[src/rtl/assert_macros.svh]
// Assertion macros shared by the RTL of the curve point generator.
// No dependencies; include by bare file name where assertions are written.
`ifndef ASSERT_MACROS_SVH
`define ASSERT_MACROS_SVH

// Concurrent assertion on an explicit clock and active-low reset.
`define SFC_ASSERT_CLK(name, clk, rst_n, prop) \
  name: assert property (@(posedge clk) disable iff (!rst_n) (prop)) \
    else $error("sfcpg assertion failed");

// Concurrent assertion on the usual clk_i and rst_ni of a module.
`define SFC_ASSERT(name, prop) \
  `SFC_ASSERT_CLK(name, clk_i, rst_ni, prop)

`endif

[src/rtl/sfcpg_pkg.sv]
// Shared types, constants and tables of the curve point generator.
// No dependencies; imported by the controller, datapath and top level.
`default_nettype none

package sfcpg_pkg;

  // Configuration port geometry.
  localparam int CfgIdxW = 3;
  localparam int DepthW = 3;
  localparam logic [DepthW-1:0] DepthReset = 3'd3;

  // Configuration register indexes.
  typedef enum logic [CfgIdxW-1:0] {
    CFG_RECT_LEFT   = 3'd0,
    CFG_RECT_TOP    = 3'd1,
    CFG_RECT_RIGHT  = 3'd2,
    CFG_RECT_BOTTOM = 3'd3,
    CFG_DEPTH       = 3'd4
  } cfg_idx_e;

  // Which halving of a corner pair a child corner takes.
  typedef enum logic [1:0] {
    HALF_FIRST,
    HALF_MID,
    HALF_SECOND
  } half_sel_e;

  // Child corner selection per table row.
  localparam half_sel_e HalfX1 [4] = '{HALF_FIRST, HALF_FIRST, HALF_MID, HALF_MID};
  localparam half_sel_e HalfY1 [4] = '{HALF_MID, HALF_FIRST, HALF_FIRST, HALF_MID};
  localparam half_sel_e HalfX2 [4] = '{HALF_MID, HALF_MID, HALF_SECOND, HALF_SECOND};
  localparam half_sel_e HalfY2 [4] = '{HALF_SECOND, HALF_MID, HALF_MID, HALF_SECOND};

  // Leaf vertex weighting: bit r set when row r weights the first corner by three.
  localparam logic [3:0] LeafXFirstHeavy = 4'b0011;
  localparam logic [3:0] LeafYFirstHeavy = 4'b0110;

  // Per child index: direction flip and rotation increment.
  localparam logic [3:0] FlipDir = 4'b1001;
  localparam logic [1:0] AddKind [4] = '{2'd0, 2'd0, 2'd0, 2'd2};

  // Controller states.
  typedef enum logic [1:0] {
    S_WAIT,
    S_DESCEND,
    S_EMIT,
    S_POP
  } state_e;

  // Commands from the controller to the datapath.
  typedef struct packed {
    logic root_load;
    logic descend;
    logic pop_load;
    logic emit;
  } dp_cmd_t;

  // Status from the datapath to the controller.
  typedef struct packed {
    logic at_leaf;
    logic leaf_last;
    logic all_done;
  } dp_status_t;

  // Table row for child or leaf index i of a frame.
  function automatic logic [1:0] row_of(logic [1:0] kind, logic neg, logic [1:0] i);
    return neg ? (kind - i) : (kind + i);
  endfunction

endpackage

`default_nettype wire

[src/rtl/sfcpg_if.sv]
// Valid/ready channel interfaces for the restart input and the point output.
// Depends on nothing; used by the top level of the curve point generator.
`default_nettype none

interface sfcpg_in_if;
  logic valid;
  logic ready;
  logic restart;

  modport source (output valid, output restart, input ready);
  modport sink (input valid, input restart, output ready);
endinterface

interface sfcpg_out_if #(
  parameter int COORD_BITS = 12
);
  logic                  valid;
  logic                  ready;
  logic [COORD_BITS-1:0] point_x;
  logic [COORD_BITS-1:0] point_y;
  logic                  last_point;

  modport source (output valid, output point_x, output point_y, output last_point,
                  input ready);
  modport sink (input valid, input point_x, input point_y, input last_point,
                output ready);
endinterface

`default_nettype wire

[src/rtl/space_filling_curve_point_generator_top.sv]
// Curve point generator top level: one valid/ready restart input, one vertex output.
// A plain tick is accepted in S_WAIT and emitted into the output register in S_EMIT
// once that register is free. After every fourth vertex, unless the walk is done, it pops
// to the deepest level with a child left and re-descends; a restart loads the root and
// descends to its first vertex. Descent moves the frame stack one level per cycle.
// Reset (rst_ni, async low) idles the walk and loads the default rectangle and depth.
`default_nettype none

module space_filling_curve_point_generator_top import sfcpg_pkg::*; #(
  parameter int COORD_BITS = 12,
  parameter int MAX_LEVELS = 8
) (
  input  logic                  clk_i,
  input  logic                  rst_ni,
  sfcpg_in_if.sink              in_i,
  sfcpg_out_if.source           out_o,
  input  logic                  cfg_we_i,
  input  logic [CfgIdxW-1:0]    cfg_idx_i,
  input  logic [COORD_BITS-1:0] cfg_data_i
);

  dp_cmd_t    cmd;
  dp_status_t status;

  // Sequencing and handshakes.
  sfcpg_ctrl u_ctrl (
    .clk_i        (clk_i),
    .rst_ni       (rst_ni),
    .in_valid_i   (in_i.valid),
    .in_restart_i (in_i.restart),
    .in_ready_o   (in_i.ready),
    .out_valid_o  (out_o.valid),
    .out_ready_i  (out_o.ready),
    .status_i     (status),
    .cmd_o        (cmd)
  );

  // Frame stack and vertex arithmetic.
  sfcpg_dp #(
    .COORD_BITS (COORD_BITS),
    .MAX_LEVELS (MAX_LEVELS)
  ) u_dp (
    .clk_i        (clk_i),
    .rst_ni       (rst_ni),
    .cfg_we_i     (cfg_we_i),
    .cfg_idx_i    (cfg_idx_i),
    .cfg_data_i   (cfg_data_i),
    .cmd_i        (cmd),
    .status_o     (status),
    .point_x_o    (out_o.point_x),
    .point_y_o    (out_o.point_y),
    .last_point_o (out_o.last_point)
  );

endmodule

`default_nettype wire

[src/rtl/sfcpg_dp.sv]
// Datapath: configuration registers, frame stack, child and vertex arithmetic.
// Depends on sfcpg_pkg; driven by commands from sfcpg_ctrl.
`default_nettype none

module sfcpg_dp import sfcpg_pkg::*; #(
  parameter int COORD_BITS = 12,
  parameter int MAX_LEVELS = 8
) (
  input  logic                  clk_i,
  input  logic                  rst_ni,
  input  logic                  cfg_we_i,
  input  logic [CfgIdxW-1:0]    cfg_idx_i,
  input  logic [COORD_BITS-1:0] cfg_data_i,
  input  dp_cmd_t               cmd_i,
  output dp_status_t            status_o,
  output logic [COORD_BITS-1:0] point_x_o,
  output logic [COORD_BITS-1:0] point_y_o,
  output logic                  last_point_o
);

  localparam int LevW = (MAX_LEVELS > 1) ? $clog2(MAX_LEVELS) : 1;
  localparam int MaxLev = MAX_LEVELS - 1;

  typedef logic [COORD_BITS-1:0] coord_t;

  typedef struct packed {
    coord_t     x1;
    coord_t     y1;
    coord_t     x2;
    coord_t     y2;
    logic [1:0] kind;
    logic       neg;
  } frame_t;

  // Halving of a corner pair.
  function automatic coord_t half_pick(half_sel_e sel, coord_t a, coord_t b);
    logic [COORD_BITS:0] sum;
    sum = {1'b0, a} + {1'b0, b};
    unique case (sel)
      HALF_FIRST:  return a;
      HALF_MID:    return sum[COORD_BITS:1];
      HALF_SECOND: return b;
      default:     return a;
    endcase
  endfunction

  // Quarter position between two corners: (3*heavy + light) / 4.
  function automatic coord_t leaf_pick(logic first_heavy, coord_t a, coord_t b);
    coord_t              heavy;
    coord_t              light;
    logic [COORD_BITS+1:0] sum;
    heavy = first_heavy ? a : b;
    light = first_heavy ? b : a;
    sum = {2'b00, heavy} + {1'b0, heavy, 1'b0} + {2'b00, light};
    return sum[COORD_BITS+1:2];
  endfunction

  coord_t            rect_left_q, rect_top_q, rect_right_q, rect_bottom_q;
  logic [DepthW-1:0] depth_q;

  frame_t            cur_q;
  frame_t            stack_q [MAX_LEVELS];
  logic [1:0]        idx_q [MAX_LEVELS];
  logic [LevW-1:0]   lev_q;
  logic [LevW-1:0]   walk_depth_q;
  logic [1:0]        leaf_pos_q;

  coord_t            point_x_q, point_y_q;
  logic              last_q;

  frame_t            root;
  frame_t            child;
  logic [1:0]        child_idx;
  logic [1:0]        child_row;
  logic [1:0]        leaf_row;
  logic [LevW-1:0]   lev_next;
  logic [LevW-1:0]   walk_depth_cfg;
  logic [LevW-1:0]   pop_lev;
  logic              all_done;
  logic              leaf_last;

  // Configuration registers; indexes beyond the list are ignored.
  always_ff @(posedge clk_i or negedge rst_ni) begin
    if (!rst_ni) begin
      rect_left_q   <= '0;
      rect_top_q    <= '0;
      rect_right_q  <= COORD_BITS'(1023);
      rect_bottom_q <= COORD_BITS'(767);
      depth_q       <= DepthReset;
    end else if (cfg_we_i) begin
      unique case (cfg_idx_e'(cfg_idx_i))
        CFG_RECT_LEFT:   rect_left_q   <= cfg_data_i;
        CFG_RECT_TOP:    rect_top_q    <= cfg_data_i;
        CFG_RECT_RIGHT:  rect_right_q  <= cfg_data_i;
        CFG_RECT_BOTTOM: rect_bottom_q <= cfg_data_i;
        CFG_DEPTH:       depth_q       <= cfg_data_i[DepthW-1:0];
        default:         ;
      endcase
    end
  end

  // Leaf level of a new walk, clamped to the stack.
  always_comb begin
    if (int'(depth_q) > MaxLev) begin
      walk_depth_cfg = LevW'(MaxLev);
    end else begin
      walk_depth_cfg = LevW'(depth_q);
    end
  end

  // Root frame from the configured rectangle.
  always_comb begin
    root.x1   = rect_left_q;
    root.y1   = rect_top_q;
    root.x2   = rect_right_q;
    root.y2   = rect_bottom_q;
    root.kind = 2'd0;
    root.neg  = 1'b0;
  end

  // Child rectangle of the current frame at its current child index.
  always_comb begin
    child_idx  = idx_q[lev_q];
    child_row  = row_of(cur_q.kind, cur_q.neg, child_idx);
    child.x1   = half_pick(HalfX1[child_row], cur_q.x1, cur_q.x2);
    child.y1   = half_pick(HalfY1[child_row], cur_q.y1, cur_q.y2);
    child.x2   = half_pick(HalfX2[child_row], cur_q.x1, cur_q.x2);
    child.y2   = half_pick(HalfY2[child_row], cur_q.y1, cur_q.y2);
    child.kind = cur_q.kind + AddKind[child_idx];
    child.neg  = cur_q.neg ^ FlipDir[child_idx];
  end

  assign lev_next = lev_q + LevW'(1);
  assign leaf_row = row_of(cur_q.kind, cur_q.neg, leaf_pos_q);
  assign leaf_last = (leaf_pos_q == 2'd3);

  // Deepest level above the leaf with a child still to visit.
  always_comb begin
    pop_lev  = '0;
    all_done = 1'b1;
    for (int l = 0; l < MAX_LEVELS; l++) begin
      if (l < int'(walk_depth_q) && idx_q[l] != 2'd3) begin
        pop_lev  = LevW'(l);
        all_done = 1'b0;
      end
    end
  end

  assign status_o.at_leaf   = (lev_q == walk_depth_q);
  assign status_o.leaf_last = leaf_last;
  assign status_o.all_done  = all_done;

  // Walk position registers.
  always_ff @(posedge clk_i or negedge rst_ni) begin
    if (!rst_ni) begin
      lev_q        <= '0;
      walk_depth_q <= '0;
      leaf_pos_q   <= '0;
    end else begin
      if (cmd_i.root_load) begin
        walk_depth_q <= walk_depth_cfg;
        lev_q        <= '0;
        leaf_pos_q   <= '0;
      end else if (cmd_i.descend) begin
        lev_q <= lev_next;
      end else if (cmd_i.pop_load) begin
        lev_q      <= pop_lev;
        leaf_pos_q <= '0;
      end else if (cmd_i.emit && !leaf_last) begin
        leaf_pos_q <= leaf_pos_q + 2'd1;
      end
    end
  end

  // Frame stack, current frame and child indexes.
  always_ff @(posedge clk_i) begin
    if (cmd_i.root_load) begin
      cur_q      <= root;
      stack_q[0] <= root;
      idx_q[0]   <= '0;
    end else if (cmd_i.descend) begin
      cur_q            <= child;
      stack_q[lev_next] <= child;
      idx_q[lev_next]   <= '0;
    end else if (cmd_i.pop_load) begin
      cur_q          <= stack_q[pop_lev];
      idx_q[pop_lev] <= idx_q[pop_lev] + 2'd1;
    end
  end

  // Output register for the emitted vertex.
  always_ff @(posedge clk_i) begin
    if (cmd_i.emit) begin
      point_x_q <= leaf_pick(LeafXFirstHeavy[leaf_row], cur_q.x1, cur_q.x2);
      point_y_q <= leaf_pick(LeafYFirstHeavy[leaf_row], cur_q.y1, cur_q.y2);
      last_q    <= leaf_last && all_done;
    end
  end

  assign point_x_o    = point_x_q;
  assign point_y_o    = point_y_q;
  assign last_point_o = last_q;

endmodule

`default_nettype wire

[src/rtl/sfcpg_ctrl.sv]
// Controller state machine: handshakes, walk sequencing and datapath commands.
// Depends on sfcpg_pkg and assert_macros.svh; pairs with sfcpg_dp.
`default_nettype none
`include "assert_macros.svh"

module sfcpg_ctrl import sfcpg_pkg::*; (
  input  logic       clk_i,
  input  logic       rst_ni,
  input  logic       in_valid_i,
  input  logic       in_restart_i,
  output logic       in_ready_o,
  output logic       out_valid_o,
  input  logic       out_ready_i,
  input  dp_status_t status_i,
  output dp_cmd_t    cmd_o
);

  state_e state_q, state_d;
  logic   walk_active_q, walk_active_d;
  logic   first_q, first_d;
  logic   out_valid_q, out_valid_d;
  logic   out_free;

  // State and flag registers.
  always_ff @(posedge clk_i or negedge rst_ni) begin
    if (!rst_ni) begin
      state_q       <= S_WAIT;
      walk_active_q <= 1'b0;
      first_q       <= 1'b0;
      out_valid_q   <= 1'b0;
    end else begin
      state_q       <= state_d;
      walk_active_q <= walk_active_d;
      first_q       <= first_d;
      out_valid_q   <= out_valid_d;
    end
  end

  assign out_free = !out_valid_q || out_ready_i;

  // Next state and commands.
  always_comb begin
    state_d       = state_q;
    walk_active_d = walk_active_q;
    first_d       = first_q;
    out_valid_d   = out_valid_q && !out_ready_i;
    cmd_o         = '0;
    in_ready_o    = 1'b0;
    unique case (state_q)
      S_WAIT: begin
        in_ready_o = 1'b1;
        if (in_valid_i) begin
          if (in_restart_i) begin
            cmd_o.root_load = 1'b1;
            walk_active_d   = 1'b1;
            first_d         = 1'b1;
            state_d         = S_DESCEND;
          end else if (walk_active_q) begin
            state_d = S_EMIT;
          end
        end
      end
      S_DESCEND: begin
        if (status_i.at_leaf) begin
          state_d = first_q ? S_EMIT : S_WAIT;
        end else begin
          cmd_o.descend = 1'b1;
        end
      end
      S_EMIT: begin
        if (out_free) begin
          cmd_o.emit  = 1'b1;
          out_valid_d = 1'b1;
          if (status_i.leaf_last && status_i.all_done) begin
            walk_active_d = 1'b0;
            state_d       = S_WAIT;
          end else if (status_i.leaf_last) begin
            state_d = S_POP;
          end else begin
            state_d = S_WAIT;
          end
        end
      end
      S_POP: begin
        cmd_o.pop_load = 1'b1;
        first_d        = 1'b0;
        state_d        = S_DESCEND;
      end
      default: begin
        state_d = S_WAIT;
      end
    endcase
  end

  assign out_valid_o = out_valid_q;

  // A vertex is only written into a free output register.
  `SFC_ASSERT(a_emit_slot_free, cmd_o.emit |-> (!out_valid_q || out_ready_i))
  // Descent stops at the leaf level.
  `SFC_ASSERT(a_no_descend_past_leaf, cmd_o.descend |-> !status_i.at_leaf)
  // The final vertex ends the walk.
  `SFC_ASSERT(a_final_ends_walk,
              (cmd_o.emit && status_i.leaf_last && status_i.all_done) |=> !walk_active_q)
  // Emission only happens inside an active walk.
  `SFC_ASSERT(a_emit_in_walk, (state_q == S_EMIT) |-> walk_active_q)

endmodule

`default_nettype wire
[src/flat_wrapper.sv]
// flat-port wrapper written by rule: the top's interface ports become plain ports
module space_filling_curve_point_generator_top_flat import sfcpg_pkg::*;
#(
  parameter int COORD_BITS = 12,
  parameter int MAX_LEVELS = 8
)
  (clk_i, rst_ni, cfg_we_i, cfg_idx_i, cfg_data_i, in_i_valid, in_i_restart, in_i_ready, out_o_valid, out_o_point_x, out_o_point_y, out_o_last_point, out_o_ready);
  sfcpg_in_if in_i_i ();
  sfcpg_out_if #(.COORD_BITS(COORD_BITS)) out_o_i ();
  input  logic clk_i;
  input  logic rst_ni;
  input  logic cfg_we_i;
  input  logic [CfgIdxW-1:0] cfg_idx_i;
  input  logic [COORD_BITS-1:0] cfg_data_i;
  input wire logic [$bits(in_i_i.valid)-1:0] in_i_valid;
  input wire logic [$bits(in_i_i.restart)-1:0] in_i_restart;
  output wire logic [$bits(in_i_i.ready)-1:0] in_i_ready;
  output wire logic [$bits(out_o_i.valid)-1:0] out_o_valid;
  output wire logic [$bits(out_o_i.point_x)-1:0] out_o_point_x;
  output wire logic [$bits(out_o_i.point_y)-1:0] out_o_point_y;
  output wire logic [$bits(out_o_i.last_point)-1:0] out_o_last_point;
  input wire logic [$bits(out_o_i.ready)-1:0] out_o_ready;
  assign in_i_i.valid = in_i_valid;
  assign in_i_i.restart = in_i_restart;
  assign in_i_ready = in_i_i.ready;
  assign out_o_valid = out_o_i.valid;
  assign out_o_point_x = out_o_i.point_x;
  assign out_o_point_y = out_o_i.point_y;
  assign out_o_last_point = out_o_i.last_point;
  assign out_o_i.ready = out_o_ready;
  space_filling_curve_point_generator_top #(.COORD_BITS(COORD_BITS), .MAX_LEVELS(MAX_LEVELS)) u_core (.clk_i(clk_i), .rst_ni(rst_ni), .in_i(in_i_i), .out_o(out_o_i), .cfg_we_i(cfg_we_i), .cfg_idx_i(cfg_idx_i), .cfg_data_i(cfg_data_i));
endmodule
[config.mk]
export PLATFORM = sky130hd
export DESIGN_NAME = space_filling_curve_point_generator_top_flat
export DESIGN_NICKNAME = d
export VERILOG_FILES = /design/src/rtl/sfcpg_pkg.sv /design/src/rtl/sfcpg_if.sv /design/src/rtl/space_filling_curve_point_generator_top.sv /design/src/rtl/sfcpg_dp.sv /design/src/rtl/sfcpg_ctrl.sv /design/src/flat_wrapper.sv
export VERILOG_INCLUDE_DIRS = /design/src /design/src/rtl
export SDC_FILE = /design/constraint.sdc
export NUM_CORES = 1
export LEC_CHECK = 0
export BUFFER_PORTS_ARGS = -buffer_cell sky130_fd_sc_hd__buf_2
export CAP_MARGIN = 20
export CORE_AREA = 2 2 242 244
export CTS_CLUSTER_DIAMETER = 120
export DETAILED_ROUTE_END_ITERATION = 8
export DIE_AREA = 0 0 244 246
export PLACE_DENSITY = 0.69
export SLEW_MARGIN = 20
export SYNTH_ARGS = -nofsm -noshare
export SYNTH_HDL_FRONTEND = slang
export SYNTH_SLANG_ARGS = --single-unit
[constraint.sdc]
create_clock -name clk_i -period 13.5 [get_ports clk_i]
set_input_delay 0.675 -clock clk_i [delete_from_list [all_inputs] [get_ports clk_i]]
set_output_delay 0.675 -clock clk_i [all_outputs]
set_load 0.05 [all_outputs]
==> results of run 1 <==
[through the flow]
step	instances	hold slack [ns]	setup slack, ns	utilization
after CTS	2771	0.349	8.24	0.487
final	2771	0.376	8.26	0.487
after floorplan	1936	0.379	6.27	-
after detailed placement	2674	0.458	8.30	0.455
after global routing	2771	0.358	7.81	0.487
after global placement	2674	0.447	8.47	0.455
[per-layer routing]
metal	up-vias	global-route usage	part of all wire
met5	-	0	0.00062
met4	6	0.0850	0.038
met3	165	0.0497	0.094
met2	867	0.365	0.46
met1	8405	0.300	0.41
li1	7452	-	-
[state kept, by name, indices dropped and copies added (netlist names), named ones only]
| register | cells |
|---|---|
| u_core.u_dp.leaf_pos_q | 2 |
| u_core.u_ctrl.first_q | 1 |
| u_core.u_dp.point_x_o | 12 |
| u_core.u_dp.idx_q | 16 |
| u_core.u_dp.depth_q | 3 |
| u_core.u_dp.stack_q | 371 |
| u_core.u_dp.point_y_o | 12 |
| u_core.u_ctrl.walk_active_q | 1 |
| u_core.u_dp.lev_q | 3 |
| u_core.u_ctrl.out_valid_o | 1 |
| u_core.u_dp.walk_depth_q | 3 |
| u_core.u_dp.last_point_o | 1 |
| u_core.u_dp.rect_left_q | 12 |
| u_core.u_dp.cur_q | 50 |
| u_core.u_ctrl.state_q | 2 |
| u_core.u_dp.rect_bottom_q | 12 |
| u_core.u_dp.rect_top_q | 12 |
| u_core.u_dp.rect_right_q | 12 |
[placed cells by master (no fill, tap or decap), types with 17 or more instances in the layout]
cell,instances
nor2_1,63
nand3_1,28
o21ai_0,84
buf_4,36
ha_1,51
edfxtp_1,460
dfstp_2,21
a31o_2,17
xor2_1,18
and3_1,28
nand2_1,280
mux2i_1,62
dfrtp_1,43
nor3_1,22
a21o_1,37
mux2_2,77
o221ai_1,61
inv_1,59
a21oi_1,76
a211oi_1,25
o211ai_1,23
buf_2,46
a31oi_1,51
fa_1,24
xnor2_1,26
clkbuf_16,51
[critical path, cell delays in order (launching register included)]
cell,delay (ns)
dfrtp_1,0.42
ha_1,0.32
mux2i_1,0.15
xnor2_4,0.81
xor2_2,0.17
buf_4,0.33
mux2_2,0.40
fa_1,0.54
nand3_1,0.11
fa_1,0.48
nor2b_1,0.13
o21ai_0,0.10
a21boi_0,0.30
o21ai_0,0.15
a21oi_1,0.23
a311oi_1,0.16
xnor2_1,0.15
[area by class of cell]
| class | instances | area (µm²) |
|---|---|---|
| Multi-Input combinational cell | 1240 | 8910 |
| Clock inverter | 37 | 484 |
| Inverter | 60 | 225 |
| Fill cell | 4889 | 29400 |
| Clock buffer | 59 | 1350 |
| Timing Repair Buffer | 83 | 510 |
| Sequential cell | 527 | 15500 |
| Tap cell | 765 | 957 |
[path summary, 6_finish.rpt]
path,from,to,cells past startpoint
min in group asynchronous,rst_ni,u_core.u_dp.lev_q[2],2
min reg2reg,flip-flop,flip-flop,2
max in group asynchronous,rst_ni,u_core.u_dp.rect_left_q[1],3
min,cfg_data_i[8],u_core.u_dp.rect_bottom_q[8],2
max reg2reg,u_core.u_dp.leaf_pos_q[0],u_core.u_dp.point_y_o[9],16
max,u_core.u_dp.leaf_pos_q[0],u_core.u_dp.point_y_o[9],16
[timing repair]
item | 4_1_cts | 5_1_grt
resized for setup | 0 | 0
hold buffers | 1 | 0
endpoints found under the hold margin | 15 | 0
[cell families (layout without fill, tap and decap cells)]
family,after synthesis,count (layout),share of synthesized area
multiplexers,145,145,0.0646
adder cells (fa/ha/maj),75,75,0.0447
XOR/XNOR,48,48,0.0183
AND/OR/NAND/NOR,486,486,0.0857
buffers and inverters,169,239,0.0295
flip-flops,527,527,0.620
AO/OA/AOI/OAI,486,486,0.137
==> flow_summary.yaml, run 1 <==
outcome:
  outcome: "completed"
detailed_routing:
  antenna_left: 0
  drtIter0Drc: 1837
  wl_per_cell_um: 24.5
  wl_um: 67900
  viasPerCell: 6.10
  drcViolationCount: 0
  vias: 16900
  drt_pass1_iterations: 5
clocking:
  cts_setup_buffers: 0
  h-tree-depth: 2
  cts_root_buf: "clkbuf_16"
  cts.sinks: 527
  insertion_delay_ns: 0.62
  numCtsBuffers: 51
  cts_tree: "yes"
  clk_pin_slew_ns: 0.06
  clockBufferDepth: 3
timing:
  drv_slew: 0
  finalHoldViolCount: 0
  finClkSkew_ns: 0.0241
  relSlewSlack: 0.276
  setup-violations-final: 0
  fin_crit_ns: 5.24
  tns_ns: 0
  finalCritPeriodShare: 0.388
  tightestPinTransition_ns: 1.09
  max_freq_mhz: 191
  rsz0062_at_grt: "no"
synthesis:
  synth_edf_count: 460
  yosysTopAreaCellShare: 0.553
  ys_types: 83
  ys_async_sr_fraction: 0.121
  synth_top_cell_by_area: "edfxtp_1"
  synthFlopType: "edfxtp_1"
  ys_ff_latch: 527
  yosysWarningCount: 0
  synthTopCellsByArea: "edfxtp_1, dfrtp_1, nand2_1"
  synth_nets: 2032
  avgSynthCellArea_um2: 12.9
  ys_top_cells_by_count: "edfxtp_1, nand2_1, o21ai_0"
  synth_most_common_cell: "edfxtp_1"
  synth-seq-area-share: 0.620
  synth_cells: 1936
  netlist_area_mm2: 0.0250
floorplan:
  die_y_um: 246
  die_area_mm2: 0.0600
  coreArea_mm2: 0.0574
  ios: 48
  rows: 88
  start_util: 0.436
  die_x_um: 244
critical_path:
  required_ns: 13.85
  startpoint_type: "flip-flop"
  crit_type: "reg2reg"
  endpoint_kind: "flip-flop"
  critPathArrivalTime_ns: 5.59
  worst-path-max-fanout: 26
  rrSetupSlack_ns: 8.26
global_routing:
  grt_usage: 0.226
  grt_pass1_wl_um: 103000
  grt_pass1_vias: 16600
  grt_antenna_before_repair: 3
  grt_max_degree: 88
  grt_overflow: 0
placed_design:
  finalWeightedCongestion: 0.896
  place_area_mm2: 0.0261
  io_buffers: 47
  dp_hpwl_um: 39200
cells_and_area:
  n_antenna_cell: 0
  syn_to_final_growth_pct: 11.8
  drive_gt1_frac: 0.160
  stdcell_area_mm2: 0.0279
  num-nets-final: 2059
hold_path:
  hold_class: "in2reg"
run:
  drv_cap: 0
Power of run 1 is left out: the tool's default activity adds up to more than one toggle a clock period on the data nets, which glitch-free logic cannot reach.
==> run 2: changes to the inputs <==
--- a/config.mk
+++ b/config.mk
@@ -6,13 +6,14 @@
 export SDC_FILE = /design/constraint.sdc
 export NUM_CORES = 1
 export LEC_CHECK = 0
+export ABC_AREA = 1
 export BUFFER_PORTS_ARGS = -buffer_cell sky130_fd_sc_hd__buf_2
 export CAP_MARGIN = 20
-export CORE_AREA = 2 2 242 244
+export CORE_AREA = 2 2 252 254
 export CTS_CLUSTER_DIAMETER = 120
 export DETAILED_ROUTE_END_ITERATION = 8
-export DIE_AREA = 0 0 244 246
-export PLACE_DENSITY = 0.69
+export DIE_AREA = 0 0 254 256
+export PLACE_DENSITY = 0.71
 export SLEW_MARGIN = 20
 export SYNTH_ARGS = -nofsm -noshare
 export SYNTH_HDL_FRONTEND = slang
==> constraint.sdc (replaced) <==
create_clock -name clk_i -period 4.8 [get_ports clk_i]
set_input_delay 0.24 -clock clk_i [delete_from_list [all_inputs] [get_ports clk_i]]
set_output_delay 0.24 -clock clk_i [all_outputs]
set_load 0.05 [all_outputs]
==> run 2 against run 1 <==
Worst hold slack lost 0.33 ns. Critical path type unchanged. Sequential share of layout area shrank 0.68 points. Synthesized area grew 8.8%. Fmax grew 19%. Highest routed layer is now met4. Core utilization shrank 0.12 points.
==> flow_summary.yaml, run 2 <==
floorplan:
  coreArea_mm2: 0.0624
  start_util: 0.436
  rows: 92
  die_x_um: 254
  ios: 48
  die_y_um: 256
  die_area_mm2: 0.0650
timing:
  whs_ns: 0.0480
  finClkSkew_ns: 0.0207
  finalCritPeriodShare: 0.915
  rsz0062_at_grt: "no"
  fin_crit_ns: 4.39
  setup-violations-final: 0
  drv_slew: 0
  max_freq_mhz: 228
  tns_ns: 0
  finalHoldViolCount: 0
  tightestPinTransition_ns: 1.14
  relSlewSlack: 0.241
synthesis:
  yosysTopAreaCellShare: 0.549
  avgSynthCellArea_um2: 9.83
  synth_top_cell_by_area: "edfxtp_1"
  synth_cells: 2768
  netlist_area_mm2: 0.0272
  synth_most_common_cell: "nand2_1"
  synth-seq-area-share: 0.611
  yosys-mux-area-fraction: 0
  yosysWarningCount: 0
  ys_types: 46
  synth_top_family_by_area: "simple AND/OR/NAND/NOR gates"
  ys_async_sr_fraction: 0.113
  synth_edf_count: 497
  synth-simple-area-share: 0.179
  synthTopCellsByArea: "edfxtp_1, nand2_1, dfrtp_1"
  synthAdderAreaFrac: 0.0411
  synth_compound_area_frac: 0.0941
  synth_xor_area_frac: 0.0157
  ys_ff_latch: 564
  ys_top_cells_by_count: "nand2_1, edfxtp_1, nor2_1"
  synthFlopType: "edfxtp_1"
  synth_nets: 2864
cells_and_area:
  stdcell_area_mm2: 0.0303
  num-nets-final: 2892
  layout_common_cells: "nand2_1, edfxtp_1, inv_1"
  reg_top3: "u_core.u_dp.stack_q: 408 flops, u_core.u_dp.cur_q: 50 flops, u_core.u_dp.idx_q: 16 flops"
  regMostFlops: "u_core.u_dp.stack_q"
  drive_gt1_frac: 0.0830
  final_common_cell: "nand2_1"
  largest_register_ffs: 408
  syn_to_final_growth_pct: 11.4
detailed_routing:
  viasPerCell: 5.30
  drcViolationCount: 0
  vias: 19600
  drtIter0Drc: 1853
  wl_um: 69400
  drt_pass1_iterations: 5
  wl_per_cell_um: 18.8
  antenna_left: 0
placed_design:
  io_buffers: 47
  finalWeightedCongestion: 0.957
  dp_hpwl_um: 42100
  place_area_mm2: 0.0284
clocking:
  clockBufferDepth: 3
  insertion_delay_ns: 0.62
  h-tree-depth: 2
  numCtsBuffers: 55
  cts_tree: "yes"
  cts.sinks: 564
  clk_pin_slew_ns: 0.06
  cts_root_buf: "clkbuf_16"
critical_path:
  crit_type: "reg2reg"
  required_ns: 5.28
  startpoint_type: "flip-flop"
  worst-path-max-fanout: 12
  critPathArrivalTime_ns: 4.87
  endpoint_kind: "flip-flop"
global_routing:
  grt_usage: 0.215
  grt_overflow: 0
  grt_pass1_wl_um: 107000
  grt_pass1_vias: 18400
  grt_max_degree: 79
  grt_antenna_before_repair: 1
run:
  drv_cap: 0
outcome:
  outcome: "completed"
hold_path:
  hold_class: "in2reg"
[run 2: cell types whose count changed in the layout (fill, tap and decap cells not counted), moves of 62 or more]
cell / before / now
inv_1: 59 / 264
nor2_1: 63 / 261
mux2i_1: 62 / 0
nand2_1: 280 / 727
o21ai_1: 1 / 131
nand3_1: 28 / 125
o21ai_0: 84 / 190
mux2_2: 77 / 0
[run 2: stage by stage]
stage | instances | utilization | setup slack [ns]
6_report | 3689 | 0.486 | 0.410
5_1_grt | 3688 | 0.486 | 0.0412
4_1_cts | 3686 | 0.485 | 0.0792
3_5_place_dp | 3579 | 0.456 | 0.0278
3_3_place_gp | 3579 | 0.456 | 0.0939
2_1_floorplan | 2768 | - | 0.717
[run 2: per-layer routing]
layer	up-vias	track usage	routed length [µm]
met1	9278	0.295	29300
met5	-	0	0
met4	0	0.0819	2710
met3	122	0.0338	5600
met2	793	0.343	31800
li1	9361	-	-
[run 2: repair_timing]
item,CTS,global route
pin swaps,1,1
setup endpoints to repair,2,5
hold buffers,3,0
cloned,1,1
setup buffers,0,0
hold endpoints to repair,29,0
gates resized for setup,0,4
[run 2: logic make-up (layout without fill, tap and decap cells)]
family,count (synthesis),count (layout)
AND/OR/NAND/NOR,1198,1198
XOR/XNOR,48,50
other,0,1
adder cells (fa/ha/maj),75,75
AO/OA/AOI/OAI,485,485
flip-flops,564,564
buffers and inverters,398,470
[run 2: worst max-delay path: stages, from the launching register on]
cell	delay [ns]
dfrtp_1	0.41
ha_1	0.30
inv_1	0.06
nand2_1	0.05
o21ai_1	0.10
or2_2	0.14
nand2_2	0.20
xnor2_4	0.43
o21ai_0	0.19
fa_1	0.57
nand2_1	0.11
fa_1	0.48
o21ai_0	0.32
a21oi_1	0.16
o21ai_0	0.29
a21boi_1	0.15
o21ai_0	0.17
a21o_1	0.13
[run 2: final cells by class]
| class | count | area, µm² |
|---|---|---|
| multi-input cells | 1808 | 9130 |
| inverters | 276 | 1040 |
| well taps | 846 | 1060 |
| fillers | 5591 | 32100 |
| clock inverters | 30 | 258 |
| flip-flops and latches | 564 | 16600 |
| repair buffers | 91 | 696 |
| diodes | 1 | 2.50 |
| clock buffers | 73 | 1510 |
[run 2: path summary, 6_finish.rpt]
path,from,end,slack (ns),cells past startpoint
worst max-delay path,u_core.u_dp.leaf_pos_q[0],u_core.u_dp.point_y_o[11],0.41,17
worst min-delay path,cfg_data_i[9],u_core.u_dp.rect_top_q[9],0.05,3
worst max register to register,u_core.u_dp.leaf_pos_q[0],u_core.u_dp.point_y_o[11],0.41,17
worst min register to register,flip-flop,flip-flop,0.46,2
max in group asynchronous,rst_ni,u_core.u_dp.rect_right_q[5],3.65,3
min in group asynchronous,rst_ni,u_core.u_ctrl.first_q,0.18,2
Power of run 2 is left out for the same reason.
